`src/hdl/mteu_pkg.sv`:
```
package mteu_pkg;

   localparam int NUM_MOTORS  = 8;
   localparam int SLOT_W      = (NUM_MOTORS > 1) ? $clog2(NUM_MOTORS) : 1;
   localparam int QUEUE_DEPTH = 2;
   localparam int QPTR_W      = (QUEUE_DEPTH > 1) ? $clog2(QUEUE_DEPTH) : 1;
   localparam int QCNT_W      = $clog2(QUEUE_DEPTH + 1);
   localparam int CSR_ADDR_W  = 4;

   localparam logic [10:0] RST_BASE_ID         = 11'h201;
   localparam logic [15:0] RST_COUNTS_PER_TURN = 16'd8192;
   localparam logic [15:0] RST_ANGLE_SCALE     = 16'd2880;

   localparam logic [1:0] REG_BASE_ID         = 2'd0;
   localparam logic [1:0] REG_COUNTS_PER_TURN = 2'd1;
   localparam logic [1:0] REG_ANGLE_SCALE     = 2'd2;

   typedef struct packed {
      logic [10:0]        frame_id;
      logic [15:0]        encoder_raw;
      logic signed [15:0] speed_raw;
      logic [7:0]         temp_raw;
   } req_word_type;

   typedef struct packed {
      logic [2:0]         motor_slot;
      logic signed [31:0] total_count;
      logic signed [47:0] angle_q16;
      logic signed [15:0] speed;
      logic [7:0]         temperature;
   } rsp_word_type;

   typedef struct packed {
      logic [10:0] base_id;
      logic [15:0] counts_per_turn;
      logic [15:0] angle_scale;
   } cfg_type;

   // classified item handed from front to back
   typedef struct packed {
      logic [SLOT_W-1:0]  slot;
      logic [15:0]        count;
      logic signed [15:0] speed;
      logic [7:0]         temperature;
   } item_type;

endpackage

```
`src/hdl/mteu_front.sv`:
```
module mteu_front (
   input  logic                  clock,
   input  logic                  reset,
   input  logic                  req_push,
   output logic                  req_full,
   input  mteu_pkg::req_word_type req_word,
   input  logic [10:0]           base_id,
   output logic                  item_valid,
   output mteu_pkg::item_type    item,
   input  logic                  queue_full
);
   import mteu_pkg::*;

   logic        valid_ff, valid_in;
   item_type    item_ff;
   logic [10:0] offset;
   logic        in_range;
   logic        accept;
   logic        moved;

   assign offset   = req_word.frame_id - base_id;
   assign in_range = (req_word.frame_id >= base_id) && (offset < 11'(NUM_MOTORS));

   assign moved    = valid_ff && !queue_full;
   assign req_full = valid_ff && queue_full;
   assign accept   = req_push && !req_full;

   // out-of-range identifiers are dropped here
   always_comb begin
      valid_in = valid_ff && !moved;
      if (accept) begin
         valid_in = in_range;
      end
   end

   always_ff @(posedge clock) begin
      if (reset) begin
         valid_ff <= 1'b0;
      end else begin
         valid_ff <= valid_in;
      end
      if (accept) begin
         item_ff.slot        <= offset[SLOT_W-1:0];
         item_ff.count       <= req_word.encoder_raw;
         item_ff.speed       <= req_word.speed_raw;
         item_ff.temperature <= req_word.temp_raw;
      end
   end

   assign item_valid = valid_ff;
   assign item       = item_ff;

endmodule

```
`src/hdl/mteu_queue.sv`:
```
module mteu_queue (
   input  logic               clock,
   input  logic               reset,
   input  logic               push,
   input  mteu_pkg::item_type push_item,
   output logic               full,
   input  logic               pop,
   output logic               valid,
   output mteu_pkg::item_type head_item
);
   import mteu_pkg::*;

   item_type            entries_ff [QUEUE_DEPTH];
   logic [QPTR_W-1:0]   wr_ptr_ff, rd_ptr_ff;
   logic [QCNT_W-1:0]   count_ff, count_in;
   logic                do_push, do_pop;

   assign full      = (count_ff == QCNT_W'(QUEUE_DEPTH));
   assign valid     = (count_ff != '0);
   assign do_push   = push && !full;
   assign do_pop    = pop && valid;
   assign head_item = entries_ff[rd_ptr_ff];

   always_comb begin
      count_in = count_ff;
      if (do_push && !do_pop) begin
         count_in = count_ff + 1'b1;
      end else if (do_pop && !do_push) begin
         count_in = count_ff - 1'b1;
      end
   end

   always_ff @(posedge clock) begin
      if (reset) begin
         wr_ptr_ff <= '0;
         rd_ptr_ff <= '0;
         count_ff  <= '0;
      end else begin
         count_ff <= count_in;
         if (do_push) begin
            wr_ptr_ff <= (wr_ptr_ff == QPTR_W'(QUEUE_DEPTH - 1)) ? '0 : wr_ptr_ff + 1'b1;
         end
         if (do_pop) begin
            rd_ptr_ff <= (rd_ptr_ff == QPTR_W'(QUEUE_DEPTH - 1)) ? '0 : rd_ptr_ff + 1'b1;
         end
      end
      if (do_push) begin
         entries_ff[wr_ptr_ff] <= push_item;
      end
   end

endmodule

```
`src/hdl/mteu_back.sv`:
```
module mteu_back (
   input  logic                   clock,
   input  logic                   reset,
   input  logic                   item_valid,
   input  mteu_pkg::item_type     item,
   output logic                   item_pop,
   input  mteu_pkg::cfg_type      cfg,
   output logic                   rsp_empty,
   input  logic                   rsp_pop,
   output mteu_pkg::rsp_word_type rsp_word
);
   import mteu_pkg::*;

   typedef enum logic [1:0] {
      ST_IDLE,
      ST_UNWRAP,
      ST_TOTAL,
      ST_ANGLE
   } state_type;

   state_type          state_ff;
   item_type           item_ff;
   logic [15:0]        last_count_ff [NUM_MOTORS];
   logic [15:0]        turn_count_ff [NUM_MOTORS];
   logic signed [15:0] turns_ff;
   logic signed [31:0] total_ff;
   logic               out_valid_ff;
   rsp_word_type       out_word_ff;

   logic signed [15:0] delta;
   logic signed [16:0] half;
   logic [15:0]        turn_in;
   logic signed [32:0] turn_prod;
   logic signed [31:0] total_in;
   logic signed [48:0] angle_prod;
   logic               out_free;
   logic               out_load;

   assign item_pop = (state_ff == ST_IDLE) && item_valid;
   assign out_free = !out_valid_ff || rsp_pop;
   assign out_load = (state_ff == ST_ANGLE) && out_free;

   // jump measured modulo one 16-bit wrap
   assign delta = $signed(item_ff.count - last_count_ff[item_ff.slot]);
   assign half  = $signed({2'b00, cfg.counts_per_turn[15:1]});

   always_comb begin
      turn_in = turn_count_ff[item_ff.slot];
      if (17'(delta) < -half) begin
         turn_in = turn_count_ff[item_ff.slot] + 16'd1;
      end else if (17'(delta) > half) begin
         turn_in = turn_count_ff[item_ff.slot] - 16'd1;
      end
   end

   assign turn_prod  = turns_ff * $signed({1'b0, cfg.counts_per_turn});
   assign total_in   = 32'(turn_prod + 33'($signed(item_ff.count)));
   assign angle_prod = total_ff * $signed({1'b0, cfg.angle_scale});

   always_ff @(posedge clock) begin
      if (reset) begin
         state_ff     <= ST_IDLE;
         out_valid_ff <= 1'b0;
         for (int i = 0; i < NUM_MOTORS; i++) begin
            last_count_ff[i] <= '0;
            turn_count_ff[i] <= '0;
         end
      end else begin
         if (out_load) begin
            out_valid_ff <= 1'b1;
         end else if (rsp_pop && out_valid_ff) begin
            out_valid_ff <= 1'b0;
         end
         case (state_ff)
            ST_IDLE: begin
               if (item_valid) begin
                  item_ff  <= item;
                  state_ff <= ST_UNWRAP;
               end
            end
            ST_UNWRAP: begin
               last_count_ff[item_ff.slot] <= item_ff.count;
               turn_count_ff[item_ff.slot] <= turn_in;
               turns_ff <= $signed(turn_in);
               state_ff <= ST_TOTAL;
            end
            ST_TOTAL: begin
               total_ff <= total_in;
               state_ff <= ST_ANGLE;
            end
            ST_ANGLE: begin
               if (out_free) begin
                  out_word_ff.motor_slot  <= 3'(item_ff.slot);
                  out_word_ff.total_count <= total_ff;
                  out_word_ff.angle_q16   <= angle_prod[47:0];
                  out_word_ff.speed       <= item_ff.speed;
                  out_word_ff.temperature <= item_ff.temperature;
                  state_ff     <= ST_IDLE;
               end
            end
            default: begin
               state_ff <= ST_IDLE;
            end
         endcase
      end
   end

   assign rsp_empty = !out_valid_ff;
   assign rsp_word  = out_word_ff;

endmodule

```
`src/hdl/multi_turn_encoder_unwrap_top.sv`:
```
// Multi-turn position unwrap for a bank of motors. Each pushed word is one decoded
// feedback frame; frames whose identifier falls in base_id .. base_id+NUM_MOTORS-1
// update that slot's last count and 16-bit turn counter (a jump of more than half a
// turn moves the counter by one) and give one result word with the total count,
// total times angle_scale in Q16, and speed and temperature passed through. Other
// identifiers give no result. A front stage checks the identifier and feeds a
// two-word queue. The back end fetches a word, unwraps and updates state, forms
// turns times counts_per_turn, then total times angle_scale, and takes no new word
// until that result is loaded, waiting while a result is unread. Registers: base_id
// at 0x0, counts_per_turn at 0x4, angle_scale at 0x8; write them only while idle.
module multi_turn_encoder_unwrap_top (
   input  logic                             clock,
   input  logic                             reset,
   input  logic                             req_push,
   output logic                             req_full,
   input  mteu_pkg::req_word_type           req_word,
   output logic                             rsp_empty,
   input  logic                             rsp_pop,
   output mteu_pkg::rsp_word_type           rsp_word,
   input  logic                             csr_psel,
   input  logic                             csr_penable,
   input  logic                             csr_pwrite,
   input  logic [mteu_pkg::CSR_ADDR_W-1:0]  csr_paddr,
   input  logic [31:0]                      csr_pwdata,
   output logic [31:0]                      csr_prdata,
   output logic                             csr_pready
);
   import mteu_pkg::*;

   cfg_type     cfg_ff;
   logic        csr_write;
   logic [1:0]  csr_index;

   logic        front_valid;
   item_type    front_item;
   logic        queue_full;
   logic        queue_valid;
   item_type    queue_item;
   logic        queue_pop;

   assign csr_pready = 1'b1;
   assign csr_index  = csr_paddr[3:2];
   assign csr_write  = csr_psel && csr_penable && csr_pwrite && csr_pready;

   always_ff @(posedge clock) begin
      if (reset) begin
         cfg_ff.base_id         <= RST_BASE_ID;
         cfg_ff.counts_per_turn <= RST_COUNTS_PER_TURN;
         cfg_ff.angle_scale     <= RST_ANGLE_SCALE;
      end else if (csr_write) begin
         case (csr_index)
            REG_BASE_ID:         cfg_ff.base_id         <= csr_pwdata[10:0];
            REG_COUNTS_PER_TURN: cfg_ff.counts_per_turn <= csr_pwdata[15:0];
            REG_ANGLE_SCALE:     cfg_ff.angle_scale     <= csr_pwdata[15:0];
            default: begin
            end
         endcase
      end
   end

   always_comb begin
      case (csr_index)
         REG_BASE_ID:         csr_prdata = {21'd0, cfg_ff.base_id};
         REG_COUNTS_PER_TURN: csr_prdata = {16'd0, cfg_ff.counts_per_turn};
         REG_ANGLE_SCALE:     csr_prdata = {16'd0, cfg_ff.angle_scale};
         default:             csr_prdata = '0;
      endcase
   end

   mteu_front u_front (
      .clock      (clock),
      .reset      (reset),
      .req_push   (req_push),
      .req_full   (req_full),
      .req_word   (req_word),
      .base_id    (cfg_ff.base_id),
      .item_valid (front_valid),
      .item       (front_item),
      .queue_full (queue_full)
   );

   mteu_queue u_queue (
      .clock     (clock),
      .reset     (reset),
      .push      (front_valid),
      .push_item (front_item),
      .full      (queue_full),
      .pop       (queue_pop),
      .valid     (queue_valid),
      .head_item (queue_item)
   );

   mteu_back u_back (
      .clock      (clock),
      .reset      (reset),
      .item_valid (queue_valid),
      .item       (queue_item),
      .item_pop   (queue_pop),
      .cfg        (cfg_ff),
      .rsp_empty  (rsp_empty),
      .rsp_pop    (rsp_pop),
      .rsp_word   (rsp_word)
   );

endmodule
```
`config.mk`:
```
export PLATFORM = sky130hd
export DESIGN_NAME = multi_turn_encoder_unwrap_top
export DESIGN_NICKNAME = d
export VERILOG_FILES = /design/src/hdl/mteu_pkg.sv /design/src/hdl/mteu_front.sv /design/src/hdl/mteu_queue.sv /design/src/hdl/mteu_back.sv /design/src/hdl/multi_turn_encoder_unwrap_top.sv
export SDC_FILE = /design/constraint.sdc
export NUM_CORES = 2
export LEC_CHECK = 0
export ABC_AREA = 1
export BUFFER_PORTS_ARGS = -buffer_cell sky130_fd_sc_hd__buf_4
export CAP_MARGIN = 15
export CORE_UTILIZATION = 23
export CTS_CLUSTER_DIAMETER = 50
export DETAILED_ROUTE_END_ITERATION = 16
export REMOVE_ABC_BUFFERS = 1
export SLEW_MARGIN = 20
export SYNTH_ARGS = -nofsm -noshare
export SYNTH_HDL_FRONTEND = slang
export SYNTH_SLANG_ARGS = --single-unit
export TNS_END_PERCENT = 20
```
`constraint.sdc`:
```
create_clock -name clock -period 12.1 [get_ports clock]
set_input_delay 0.605 -clock clock [delete_from_list [all_inputs] [get_ports clock]]
set_output_delay 0.605 -clock clock [all_outputs]
set_load 0.05 [all_outputs]
```
# Word-level counts from Yosys, hierarchy flattened
# Memories as Yosys holds them, arrays and structs flattened. A register that Yosys moved wholly into a read port is not among the register bits.
# Cells that the tools add are included.
dict set report totals {
  wordCells 108
  ram_bits 342
  n_memories 3
  reg_bits 249
}
# memory words word_bits rd rd_ports_with_merged_regs wr line_no
set memory_table {}
lappend memory_table {u_back.last_count_ff 8 16 1 0 8 mteu_back.sv:23} ;# logic [15:0] last_count_ff [NUM_MOTORS];
lappend memory_table {u_back.turn_count_ff 8 16 1 0 8 mteu_back.sv:24} ;# logic [15:0] turn_count_ff [NUM_MOTORS];
lappend memory_table {u_queue.entries_ff 2 43 1 1 1 mteu_queue.sv:13} ;# item_type entries_ff [QUEUE_DEPTH];
dict set report classes {
  bitwise 1
  n_reduce_logical 34
  addsub 10
  eq_ne 8
  n_lt_le_gt_ge 4
  multipliers 2
  n_mux 26
}
# operator n
set ops {}
lappend ops {{16-bit 2-to-1 mux} 4}
lappend ops {{32-bit by 17-bit multiplier with 48-bit output} 1}
lappend ops {{16-bit one-hot mux with 3 select lines} 1}
lappend ops {{32-bit by 16-bit adder with 32-bit output} 1}
lappend ops {{16-bit by 17-bit multiplier with 32-bit output} 1}
lappend ops {{16-bit OR reduction} 2}
lappend ops {{16-bit by 17-bit less-than comparator with 1-bit output} 1}
lappend ops {{15-bit negator with 17-bit output} 1}
lappend ops {{16-bit by 1-bit adder with 16-bit output (second input constant)} 1}
lappend ops {{16-bit greater-than comparator} 1}
lappend ops {{16-bit by 1-bit subtractor with 16-bit output (second input constant)} 1}
lappend ops {{16-bit subtractor} 1}
lappend ops {{1-bit 2-to-1 mux} 14}
lappend ops {{1-bit logical AND} 13}
lappend ops {{2-bit AND reduction} 6}
lappend ops {{11-bit greater-or-equal comparator} 1}
lappend ops {{11-bit by 4-bit less-than comparator with 1-bit output (second input constant)} 1}
lappend ops {{11-bit subtractor} 1}
lappend ops {{2-bit equality test (second input constant)} 4}
lappend ops {{2-bit 2-to-1 mux} 4}
lappend ops {{2-bit one-hot mux with 4 select lines} 1}
lappend ops {{3-bit 2-to-1 mux} 2}
lappend ops {{3-bit AND reduction} 2}
lappend ops {{2-bit nonzero test} 3}
lappend ops {{9 further kinds} 17}

# Depth between registers and ports, before layout
dict set report depth {
  word_depth 7
  mapped_depth 44
}

# Cells and area by module
# A second synthesis with hierarchy kept.
dict set report hier_totals {
  hier_cells 6101
  area_unflattened_um2 56252.7
}
# module cells_each instances area_per_inst_um2 seq_area_each_um2
set modules_own_cells {}
lappend modules_own_cells {mteu_back 5387 1 48451.5 13753.2}
lappend modules_own_cells {mteu_queue 171 1 3552.2 2682.6}
lappend modules_own_cells {multi_turn_encoder_unwrap_top 339 1 2163.3 860.8}
lappend modules_own_cells {mteu_front 204 1 2085.8 1311.3}

# Worst setup path after synthesis
# Ideal clock, no wire load.
dict set report synth_path {
  kind {input to register}
  from {input reset}
  to {register u_back.out_word_ff (netlist bit u_back.rsp_word[0]) (enable)}
  arrival_time_ns 8.005
  path_slack_ns 3.389
  n_path_buf 0
  cell_stages 1
  required_time_ns 11.395
  cell_sequence {nor3_1}
}
dict set report synth_via {
  elab_chain_cells 2
}
# item line_no
set synth_lines {}
lappend synth_lines {{start: declaration} multi_turn_encoder_unwrap_top.sv:13} ;# input logic reset,
lappend synth_lines {{1-bit NOT (no source line)} n/a}
lappend synth_lines {{3-bit AND reduction (no source line)} n/a}
lappend synth_lines {{end: declaration} mteu_back.sv:28} ;# rsp_word_type out_word_ff;
# No other way between the ends.
# A chain may end at the register's enable or synchronous reset.

==> results.json <==
{
  "outcome": "completed",
  "routabilityCongestion": 0.9016,
  "synthTopCellsByCount": "nand2_1, inv_1, fa_1",
  "synth_top_cell_area_share": 0.3156,
  "grt_pass1_wl_um": 242500,
  "period_share": 0.6442,
  "timing.rr.end": "u_back.turn_count_ff[4][2]$_SDFFCE_PN0P_",
  "start_util": 0.2323,
  "fin_cells": 9419,
  "reg2regPathDepth": 31,
  "yosys_warnings": 0,
  "grt_pass1_vias": 42570,
  "cts-hold-fix-buffers": 0,
  "crit_top_cell": "nand2_1",
  "synth-seq-cells": 634,
  "rsz0062_at_grt": "false",
  "syn_area_um2": 55460,
  "port_buffers": 200,
  "path_max_fanout": 36,
  "dr.pass1.iters": 6,
  "setup_tns_ps": 0,
  "dp_worst_setup_slack_ps": 4289,
  "die-area_um2": 243100,
  "grt_max_degree": 65,
  "drc": 0,
  "routed_wl_um": 155600,
  "r2r-start": "u_back.item_ff[41]$_DFFE_PP_",
  "path_clk_slew_ps": 60,
  "drv_slew": 0,
  "min_to": "u_front.item[3]$_DFFE_PP_",
  "max-slew-margin-rel": 0.2073,
  "place_hpwl_um": 112500,
  "num_vias": 40290,
  "ys_async_sr_fraction": 0,
  "fillers": 25420,
  "nets": 7288,
  "wl_per_cell_um": 16.52,
  "io_pins": 236,
  "cts_max_level": 3,
  "rows": 179,
  "grt_overflow": 0,
  "hold_path_depth": 1,
  "layout-drive-gt1-share": 0.06960,
  "tightest_slew_ps": 1189,
  "regToRegSetupSlack_ps": 4310,
  "min_path_type": "primary input to flip-flop",
  "start_kind": "flip-flop",
  "cts_setup_buffers": 0,
  "finalHoldViolCount": 0,
  "post-synth-top-area-cell": "edfxtp_1",
  "synth_most_common_cell": "nand2_1",
  "clk_latency_ps": 710,
  "postRouteAntennaNets": 0,
  "die_h_um": 493.1,
  "grtUsageTotal": 0.1274,
  "ys.flop_type": "edfxtp_1",
  "fin_skew_ps": 91.37,
  "min_from": "req_word[3]",
  "cts.sinks": 634,
  "clock.fmax_ghz": 0.1283,
  "setup_viol": 0,
  "yosysSeqAreaShare": 0.3341,
  "path_class": "flip-flop to flip-flop",
  "core_area_um2": 238700,
  "cp-end-kind": "flip-flop",
  "detail_route.vias_per_cell": 4.278,
  "syn_area_per_cell_um2": 9.051,
  "area_growth_pct": 13.14,
  "cp.required_ps": 12490,
  "startpoint": "u_back.item_ff[41]$_DFFE_PP_",
  "max_cap_violations": 0,
  "finalWorstSetupSlack_ps": 4306,
  "clock_path_buffers": 3,
  "ys_types": 54,
  "syn_inst": 6128,
  "slowest_stage": "inv_2",
  "fin_crit_ps": 7794,
  "cts_resized": 0,
  "critical-path-top-delay-family": "simple AND/OR/NAND/NOR gates",
  "root_buffer": "clkbuf_16",
  "synth_area_leaders": "edfxtp_1, fa_1, nand2_1",
  "crit_buf_inv": 8,
  "antenna_found_initial": 2,
  "cts_buffers": 75,
  "synth_edf_count": 583,
  "cts_tree": "yes",
  "die_w_um": 493.1,
  "dp.cells": 9279,
  "first_iter_violations": 2820,
  "cp_slowest_stage_delay_ps": 670,
  "cp.arrival_ps": 8180
}
## flip-flops by register name (all words and copies together) (netlist names)
name / flops
u_back.out_valid_ff: 1
cfg_ff: 43
u_back.item_ff: 43
u_front.item_valid: 1
u_queue.rd_ptr_ff: 1
u_back.turns_ff: 16
u_queue.entries_ff: 86
u_queue.wr_ptr_ff: 1
u_queue.count_ff: 2
u_back.state_ff: 2
u_back.rsp_word: 107
u_back.turn_count_ff: 128
u_back.total_ff: 32
u_back.last_count_ff: 128
u_front.item: 43
## layout by cell type, fill, tap and decap left out, types with 83 or more instances in the layout
cell / n
nand2_1: 1599
inv_1: 1424
fa_1: 711
edfxtp_1: 583
nor2_1: 356
ha_1: 294
buf_4: 261
a21oi_1: 204
o21ai_0: 111
nand3_1: 86
xor2_1: 83
## final cells by class
type                            instances  area (um^2)  share of cell area
Antenna cell                            2        5.005          0.00007976
Clock buffer                           90         1943             0.03097
Clock inverter                         48        600.6            0.009571
Inverter                             1450         5443             0.08673
Multi-Input combinational cell       3767        30310              0.4830
Sequential cell                       634        18530              0.2953
Tap cell                             3167         3963             0.06315
Timing Repair Buffer                  261         1959             0.03122
## cell families (layout without fill, tap and decap cells)
| kind of cell | count (synthesis) | in the layout | synth area share |
|---|---|---|---|
| other | 2 | 19 | 0.0001354 |
| buffers and inverters | 1742 | 1849 | 0.1210 |
| AO/OA/AOI/OAI | 460 | 460 | 0.04834 |
| adder cells (fa/ha/maj) | 1005 | 1005 | 0.3230 |
| AND/OR/NAND/NOR | 2157 | 2157 | 0.1531 |
| XOR/XNOR | 128 | 128 | 0.02035 |
| flip-flops | 634 | 634 | 0.3341 |
## worst reg2reg max path, delay by kind of cell (launching register included)
family                     cells  cell delay, ps
and+or+nand+nor               18            3100
buffers and inverters          8            2610
adders and majority gates      2             720
AOI/OAI and AO/OA              3             710
DFF                            1             360
## layer usage
metal  global-route usage  vias to the layer above  part of all wire
li1                     -                    18560                 -
met4              0.03506                        0             0.025
met3              0.01739                      277             0.061
met1               0.1637                    20180              0.43
met2               0.2222                     1275              0.49
met5                    0                        -                 0
## how the worst max path moves through the flow
stage	cells past startpoint	slack [ps]	endpoint
floorplan	1	3390	u_back.rsp_word[0]$_DFFE_PP_
global placement	31	4280	u_back.turn_count_ff[7][2]$_SDFFCE_PN0P_
detailed placement	31	4290	u_back.turn_count_ff[4][2]$_SDFFCE_PN0P_
CTS	31	4260	u_back.turn_count_ff[4][2]$_SDFFCE_PN0P_
global route	33	3750	u_back.turn_count_ff[5][2]$_SDFFCE_PN0P_
finish	31	4310	u_back.turn_count_ff[4][2]$_SDFFCE_PN0P_
## through the flow
stage / utilization / area (um^2) / hold slack (ps)
final: 0.2628 / 62750 / 66.38
after global routing: 0.2628 / 62750 / 34.63
after CTS: 0.2628 / 62750 / 10.33
after global placement: 0.2522 / 60200 / 401.5
after floorplan: - / 54250 / 400.3
after detailed placement: 0.2522 / 60200 / 405.6
Power is not shown: default switching activity piles up to over one toggle a cycle in this logic, so the estimate is an artifact.
